File: config.mk
export PLATFORM = sky130hd
export DESIGN_NAME = kpft_cell
export DESIGN_NICKNAME = d
export VERILOG_FILES = /design/src/design/kpft_pkg.sv /design/src/design/kpft_cell.sv
export SDC_FILE = /design/constraint.sdc
export NUM_CORES = 1
export LEC_CHECK = 0
export BUFFER_PORTS_ARGS = -buffer_cell sky130_fd_sc_hd__buf_4
export CAP_MARGIN = 20
export CORE_AREA = 3 3 227 229
export CTS_CLUSTER_SIZE = 14
export DETAILED_ROUTE_END_ITERATION = 8
export DIE_AREA = 0 0 230 232
export PLACE_DENSITY = 0.41
export REMOVE_ABC_BUFFERS = 1
export SLEW_MARGIN = 15
export SYNTH_ARGS = -nofsm -noshare
export SYNTH_HDL_FRONTEND = slang
export SYNTH_SLANG_ARGS = --single-unit
File: constraint.sdc
create_clock -name clk -period 4.47 [get_ports clk]
set_clock_uncertainty 0.05 [all_clocks]
set_input_delay 0.6705 -clock clk [delete_from_list [all_inputs] [get_ports clk]]
set_output_delay 0.6705 -clock clk [all_outputs]
set_load 0.05 [all_outputs]
File: src/design/kpft_pkg.sv
// ---------------------------------------------------------------------------
// kpft_pkg
// Types and constants of the keyed policy flag table.
// ---------------------------------------------------------------------------
package kpft_pkg;
	localparam int unsigned TableDepth = 64;
	localparam int unsigned IdxW = 6;

	typedef enum logic [2:0] {
		ACT_LOOKUP = 3'd0, ACT_ADD = 3'd1, ACT_REMOVE = 3'd2,
		ACT_UPDATE = 3'd3, ACT_CLEAR = 3'd4, ACT_TEST = 3'd5
	} action_t;

	typedef enum logic [1:0] {
		ERR_NONE = 2'd0, ERR_NOT_FOUND = 2'd1, ERR_PRESENT = 2'd2, ERR_FULL = 2'd3
	} err_t;

	localparam logic CFG_HIDE = 1'b0;
	localparam logic CFG_LOCK = 1'b1;

	typedef enum logic [2:0] {
		ST_IDLE, ST_SCAN, ST_FIX, ST_DONE
	} state_t;

	typedef struct packed {
		logic [63:0] key_high;
		logic [63:0] key_low;
		logic [31:0] flags;
		logic [31:0] version;
	} entry_t;

	typedef struct packed {
		logic [2:0]  action;
		logic [63:0] key_high;
		logic [63:0] key_low;
		logic [31:0] new_flags;
		logic [31:0] new_version;
		logic [31:0] flag_mask;
	} req_t;

	typedef struct packed {
		logic        ok;
		logic [5:0]  found_index;
		logic [31:0] entry_flags;
		logic [31:0] entry_version;
		logic        any_hidden;
		logic        any_locked;
		logic [1:0]  error_code;
	} rsp_t;
endpackage

File: src/design/kpft_cell.sv
// ---------------------------------------------------------------------------
// kpft_cell
// One table slot. Holds an entry; in rotate mode takes its neighbor's entry.
// ---------------------------------------------------------------------------
module kpft_cell (
	input  logic             clk,
	input  logic             rotate,
	input  logic             load,
	input  kpft_pkg::entry_t load_entry,
	input  kpft_pkg::entry_t prev_entry,
	output kpft_pkg::entry_t entry
);
	import kpft_pkg::*;
	entry_t entry_q;

	always_ff @(posedge clk) begin
		if (load) begin
			entry_q <= load_entry;
		end else if (rotate) begin
			entry_q <= prev_entry;
		end
	end

	assign entry = entry_q;
endmodule

==> flow_summary.json <==
{
  "routedWlPerCell_um": 18.13,
  "cts_made_buffers": 17,
  "start_util_pct": 16.35,
  "setup_viol": 0,
  "dieArea_mm2": 0.05336,
  "firstDrtPassIters": 4,
  "holdCritPathClass": "input port to register",
  "post-cts-setup-buffer-count": 0,
  "io_buffers": 578,
  "cts_sinks": 192,
  "vias": 5848,
  "async_reset_ff_share_pct": 0,
  "netlist_area_mm2": 0.008150,
  "endpoint_kind": "register",
  "synth_top_family_by_area": "multiplexers",
  "antenna_found_initial": 0,
  "crit_start": "load",
  "rsz0062_at_grt": "no",
  "status": "finished clean",
  "final_area_mm2": 0.01381,
  "critPathLaunchType": "input port",
  "fill_cells": 5214,
  "synth_fa_ha_area_share_pct": 0,
  "wirelength_um": 30330,
  "synth_xor_xnor_area_share_pct": 0,
  "grt_max_degree": 106,
  "cts_hold_buf": 0,
  "path_clk_slew_ns": 0.07,
  "max_clock_freq_mhz": 489.5,
  "first_global_vias": 6230,
  "required_ns": 4.58,
  "max-slew-margin-rel_pct": 45.54,
  "final_layout_size_suffix_gt1_share_pct": 80.52,
  "area_delta_synth_final_pct": 69.39,
  "track_usage_pct": 11.11,
  "arrival_ns": 2.15,
  "drt_iter0_markers": 204,
  "yosys-top-cells-area": "edfxtp_1, mux2_2, buf_6",
  "synth-edff-count": 192,
  "grt_pass1_wl_um": 42060,
  "path_max_fanout": 49,
  "p_leak_uw": 0.005834,
  "cts_tree": "built",
  "hold_violations": 0,
  "hpwl_um": 24280,
  "worstHoldStart": "prev_entry[93]",
  "ys_warn_count": 0,
  "powerDensity_mw_per_mm2": 390.5,
  "htree_levels": 4,
  "cts_root_buffer": "clkbuf_16",
  "die_w_um": 230,
  "netlist_top_cells_count": "edfxtp_1, mux2_2, buf_6",
  "core_mm2": 0.04986,
  "cap_violations": 0,
  "vias_per_cell": 3.496,
  "nNetsFinal": 1377,
  "setup-tns-final_ns": 0,
  "overflow": 0,
  "synth_compound_area_share_pct": 0,
  "synth-simple-area-share_pct": 0.07676,
  "ys_seq_elements": 192,
  "layout_min_cycle_time_ns": 2.043,
  "die_y_um": 232,
  "syn_avg_cell_area_um2": 20.07,
  "rows": 82,
  "worstMarginPinSlew_ns": 0.8168,
  "synthFlopType": "edfxtp_1",
  "finalCritPeriodShare_pct": 45.71,
  "slew_viol_final": 0,
  "synthMuxAreaShare_pct": 26.53,
  "ys_seq_area_share_pct": 70.74,
  "drc": 0,
  "largest_reg_flops": 192,
  "clockBufferDepth": 2,
  "io_pins": 579,
  "place_area_mm2": 0.01323,
  "critPathKind": "input port to register",
  "antenna-diode-count": 0,
  "ant_nets": 0,
  "ir_drop_v": 0.0002030,
  "cts_resized": 0,
  "netlist_instances": 406,
  "synth_top_area_share_pct": 70.74,
  "synth_top_area_cell": "edfxtp_1",
  "ys_types": 6,
  "gp_congestion": 0.7544
}
## cells in the final DEF (no fill, tap or decap)
master	n
clkinv_4	2
edfxtp_1	192
clkinv_1	2
clkinv_2	4
clkbuf_8	1
buf_12	4
clkbuf_1	1
or2_4	1
mux2_2	192
buf_4	581
inv_6	1
bufinv_16	3
clkbuf_16	17
## critical path, stage by stage
cell and delay [ns]:
clkbuf_8 0.28, or2_4 0.72, buf_4 0.43
## worst paths after layout
kind | to | slack, ns | cells after the start
min | entry[93] | 0.43 | 2
max | entry[184] | 2.43 | 3
## metal layers
metal | GRT usage [%] | routed length, um
met1 | 11.33 | 10620
met2 | 19.57 | 16170
met3 | 5.336 | 2960
met4 | 4.423 | 581
met5 | 0 | 0
## final cells by class
cell class                 count  area (um^2)  share of cell area (%)
sequential                   192         5766                   41.76
multi-input combinational    193         2171                   15.72
tap                          672        840.8                   6.090
clock buffer                  18        429.2                   3.109
clock inverter                12        143.9                   1.042
timing repair buffer         586         4456                   32.27
## cell families after synthesis
| group | after synthesis |
|---|---|
| buffers and inverters | 21 |
| DFF | 192 |
| muxes | 192 |
| and+or+nand+nor | 1 |
## where the power goes
| part | internal (uW) | switching (uW) |
|---|---|---|
| Combinational | 581 | 957 |
| Sequential | 2210 | 64.3 |
| Clock | 867 | 711 |
## per-stage QoR
step	setup WS [ns]	hold slack [ns]	std cells	power, uW	utilization [%]
after global placement	1.854	0.9229	1643	3885	26.54
after CTS	2.379	0.3782	1673	5496	27.69
after global routing	2.318	0.3783	1673	5618	27.69
final	2.427	0.4280	1673	5391	27.69
after floorplan	0.9399	0.8403	385	3185	-
after detailed placement	1.827	0.9256	1643	3882	26.54
Power figures use the tool's default switching activity.
